==> config.mk <==
export PLATFORM = sky130hd
export DESIGN_NAME = sem_controller
export DESIGN_NICKNAME = d
export VERILOG_FILES = /design/src/hdl/sem_pkg.sv /design/src/hdl/sem_controller.sv
export SDC_FILE = /design/constraint.sdc
export NUM_CORES = 1
export LEC_CHECK = 0
export BUFFER_PORTS_ARGS = -buffer_cell sky130_fd_sc_hd__buf_2
export CORE_AREA = 2 2 39 41
export CTS_CLUSTER_DIAMETER = 150
export DETAILED_ROUTE_END_ITERATION = 12
export DIE_AREA = 0 0 41 43
export REMOVE_ABC_BUFFERS = 1
export SYNTH_ARGS = -nofsm -noshare
export SYNTH_HDL_FRONTEND = slang
export SYNTH_SLANG_ARGS = --single-unit
==> constraint.sdc <==
create_clock -name i_clk -period 0.85 [get_ports i_clk]
set_input_delay 0.0425 -clock i_clk [delete_from_list [all_inputs] [get_ports i_clk]]
set_output_delay 0.0425 -clock i_clk [all_outputs]
set_load 0.03 [all_outputs]
==> src/hdl/sem_pkg.sv <==
package sem_pkg;

    // Field widths
    localparam int PIX_W     = 8;
    localparam int CFG_W     = 12;
    localparam int CFG_IDX_W = 2;
    localparam int EDGE_W    = 14;
    localparam int GRAD_W    = 11;
    localparam int SQ_W      = 2 * GRAD_W;
    localparam int MAG_W     = 11;

    // Output scaling: edge = (mag * EDGE_SCALE) >> EDGE_SHIFT
    localparam int                    EDGE_SCALE_W = 13;
    localparam logic [EDGE_SCALE_W-1:0] EDGE_SCALE = 13'd6121;
    localparam int                    EDGE_SHIFT   = 10;
    localparam int                    EDGE_MAX     = 8626;

    // Frame geometry
    localparam int DEF_MAX_WIDTH      = 2048;
    localparam int DEF_MAX_HEIGHT     = 2048;
    localparam int MIN_DIM            = 3;
    localparam logic [CFG_W-1:0] FRAME_WIDTH_RESET  = 12'd640;
    localparam logic [CFG_W-1:0] FRAME_HEIGHT_RESET = 12'd480;

    // Register indexes
    localparam logic [CFG_IDX_W-1:0] CFG_FRAME_WIDTH  = 2'd0;
    localparam logic [CFG_IDX_W-1:0] CFG_FRAME_HEIGHT = 2'd1;

    typedef enum logic [2:0] {
        S_IDLE,
        S_UPDATE,
        S_GRAD,
        S_SQUARE,
        S_SQRT,
        S_EMIT
    } t_state;

    typedef struct packed {
        logic capture;   // latch pixel, read line stores
        logic update;    // shift window, write line stores, advance counters
        logic grad;      // register gx, gy
        logic sq_start;  // square, sum, start root
        logic emit;      // scale root into output register
    } t_dp_cmd;

    typedef struct packed {
        logic produce;   // current position lies inside the frame border
        logic sqrt_done;
        logic out_free;
    } t_dp_status;

endpackage

==> src/hdl/sem_controller.sv <==
module sem_controller import sem_pkg::*; (
    input  logic       i_clk,
    input  logic       i_rst_n,
    input  logic       i_in_valid,
    input  t_dp_status i_status,
    output logic       o_in_ready,
    output t_dp_cmd    o_cmd
);

    t_state r_state;
    t_state n_state;

    // Next state
    always_comb begin
        n_state = r_state;
        unique case (r_state)
            S_IDLE: begin
                if (i_in_valid) n_state = S_UPDATE;
            end
            S_UPDATE: begin
                n_state = i_status.produce ? S_GRAD : S_IDLE;
            end
            S_GRAD: begin
                n_state = S_SQUARE;
            end
            S_SQUARE: begin
                n_state = S_SQRT;
            end
            S_SQRT: begin
                if (i_status.sqrt_done) n_state = S_EMIT;
            end
            S_EMIT: begin
                if (i_status.out_free) n_state = S_IDLE;
            end
            default: begin
                n_state = S_IDLE;
            end
        endcase
    end

    always_ff @(posedge i_clk) begin
        if (!i_rst_n) begin
            r_state <= S_IDLE;
        end else begin
            r_state <= n_state;
        end
    end

    // Commands to the datapath
    always_comb begin
        o_cmd      = '0;
        o_in_ready = 1'b0;
        unique case (r_state)
            S_IDLE: begin
                o_in_ready    = 1'b1;
                o_cmd.capture = i_in_valid;
            end
            S_UPDATE: begin
                o_cmd.update = 1'b1;
            end
            S_GRAD: begin
                o_cmd.grad = 1'b1;
            end
            S_SQUARE: begin
                o_cmd.sq_start = 1'b1;
            end
            S_SQRT: begin
                o_cmd = '0;
            end
            S_EMIT: begin
                o_cmd.emit = i_status.out_free;
            end
            default: begin
                o_cmd = '0;
            end
        endcase
    end

endmodule

==> impl_results.md <==
- Status: finished, violations left
- Failing checks: negative setup slack
- Synth Warn #: 0
- Max reg flops: 3
- Root buffer cell: clkbuf_4
- Top Registers: r_state: 3 flops
- DRC viols: 0
- Syn Area/Cell: 7.56 um^2
- HPWL after DPL: 324 um
- Worst-path clk slew: 0.04 ns
- CP Launch Type: flip-flop
- Iter 0 DRT Violations: 3
- ANT cells: 0
- Placed instance area: 256 um^2
- CP Capture Type: output port
- Most frequent cells in the layout: 7 x buf_6, 5 x buf_2
- Port Buffers: 11
- Crit Path Category: flip-flop to output port
- Seq/Total Area, Yosys: 34.5%
- Clock skew: 0.00177 ns
- DR vias: 227
- RePlAce Congestion: 0.612
- Total grt overflow: 0
- Initial antenna violation count: 0
- Final Max Slew Viols: 0
- Clock latency on the worst-skew pair: 0.23 ns
- Starting Density: 12.6%
- Area of the multi-input gates: 151 um^2
- RSZ-0062 raised after global routing: true
- Fin util: 28.6%
- CTS tree: built
- # rows: 14
- Largest register by flop count: r_state
- Largest family of logic cells by synthesized area: simple AND/OR/NAND/NOR gates
- Antenna-violating nets left: 0
- WL/cell: 8.72 um
- CTS Buf Count: 3
- Total track usage: 7.01%
- Synth-to-Final Area Change: 127%
- Final nets: 49
- Unique masters post-synth: 12
- Final Cell Area: 395 um^2
- Slew @ Worst Pin: 0.156 ns
- Largest net degree at the start of global routing: 8
- Crit path DAT: 1.09 ns
- Most common cell after layout, fill and taps aside: buf_6
- Synth Area in XOR/XNOR: 0%
- I/O pin count: 12
- Fmax: 0.884 GHz
- Relative slew slack: 89.5%
- Post-synthesis mux area share: 0%
- CP required: 0.81 ns
- Final hold violations: 0
- Fin crit share: 133%
- Number of global-route vias before repair: 212
- Share of layout cells above drive strength 1: 69.0%
- First-pass DRT Iterations: 2
- First-pass GRT wire length: 786 um
- CTS H-Tree Depth: 1
- CP max FO: 5
- Synth Instances: 23
- Final worst-path setup slack: -0.282 ns
- FF+latch count, synth: 3
- Avg Vias per Cell: 3.91
- Worst VDD drop: 450 uV
- Post-synthesis simple-gate area fraction: 48.9%
- Chip height: 43 um
- R2r setup slk: -0.23 ns
- Post-Synth Adder-Cell Area: 0%
- DRT Wirelength: 506 um
- Sequential cell area: 71.3 um^2
- Worst Hold Margin: 0.0434 ns
- Number of fill cells: 153
- Max clock buf depth: 2
- Netlist Area Pre-Place: 174 um^2
- PwrDens: 1440 mW/mm^2
- Die Span X: 41 um
- Core area: 0.00138 mm^2
- Worst hold path type: input port to flip-flop
- TritonCTS Sinks: 3
- Crit path time final: 1.13 ns
- Max cap viols: 0
- Final setup viols: 9
- Synth Area in Compound Gates: 16.5%
- Full die area: 0.00176 mm^2
- Pleak: 0.183 nW
==> cell type report <==
type,instances,share of cell area [%]
Clock buffer,4,6.65
Multi-Input combinational cell,20,38.3
Sequential cell,3,18.0
Tap cell,16,5.06
Timing Repair Buffer,15,32.0
==> cells by family (layout without fill, tap and decap cells) <==
group | count (synthesis) | count (layout)
buffers and inverters | 0 | 19
flip-flops | 3 | 3
AND/OR/NAND/NOR | 15 | 15
AO/OA/AOI/OAI | 5 | 5
==> critical path, stage by stage (launching register included) <==
cell and delay (ns):
dfxtp_4 0.35, and2b_1 0.22, and3_1 0.17, buf_6 0.13
==> stage by stage <==
step / power (mW) / setup slack [ns] / cells / setup TNS [ns]
floorplan: 0.235 / -0.691 / 23 / -1.28
global placement: 0.272 / -0.144 / 51 / -0.536
detailed placement: 0.272 / -0.136 / 51 / -0.502
CTS: 0.572 / -0.269 / 57 / -1.55
global route: 0.615 / -0.334 / 58 / -2.39
finish: 0.571 / -0.282 / 58 / -1.89
==> Yosys cell counts (all sizes together) <==
cell     number  area (um^2)
and2b         3         22.5
nor3b         1         7.51
a21oi         2         10.0
o21ai         2         10.0
dfxtp         3         60.1
nor2          2         7.51
a2bb2oi       1         8.76
nor3          1         5.00
and3          1         6.26
nor2b         2         12.5
and2          2         12.5
nand2         3         11.3
==> report_power, final <==
part	leakage (nW)	switching, mW	internal, mW
combinational	0.142	0.0818	0.0847
clock	0.0150	0.0705	0.176
sequential	0.0267	0.0124	0.146
==> final timing paths <==
check,start,depth (start not counted),end
worst max-delay path,r_state[1],3,o_cmd[0]
worst min-delay path,i_rst_n,3,r_state[0]
worst max register to register,r_state[1],5,r_state[0]
worst min register to register,r_state[2],2,r_state[1]
==> repair_timing <==
action	4_1_cts	5_1_grt
cloned	0	0
buffers inserted	2	1
hold buffers	0	0
endpoints found under the setup margin	9	9
endpoints found under the hold margin	0	0
gates resized for setup	19	10
pin swaps	5	3
==> metal layers <==
metal / global-route usage [%] / part of all wire [%]
met3: 4.71 / 6.7
met1: 7.03 / 39
met4: 6.00 / 0
met2: 9.38 / 54
met5: 0 / 0
No activity file was read; power rests on OpenSTA's default activity.
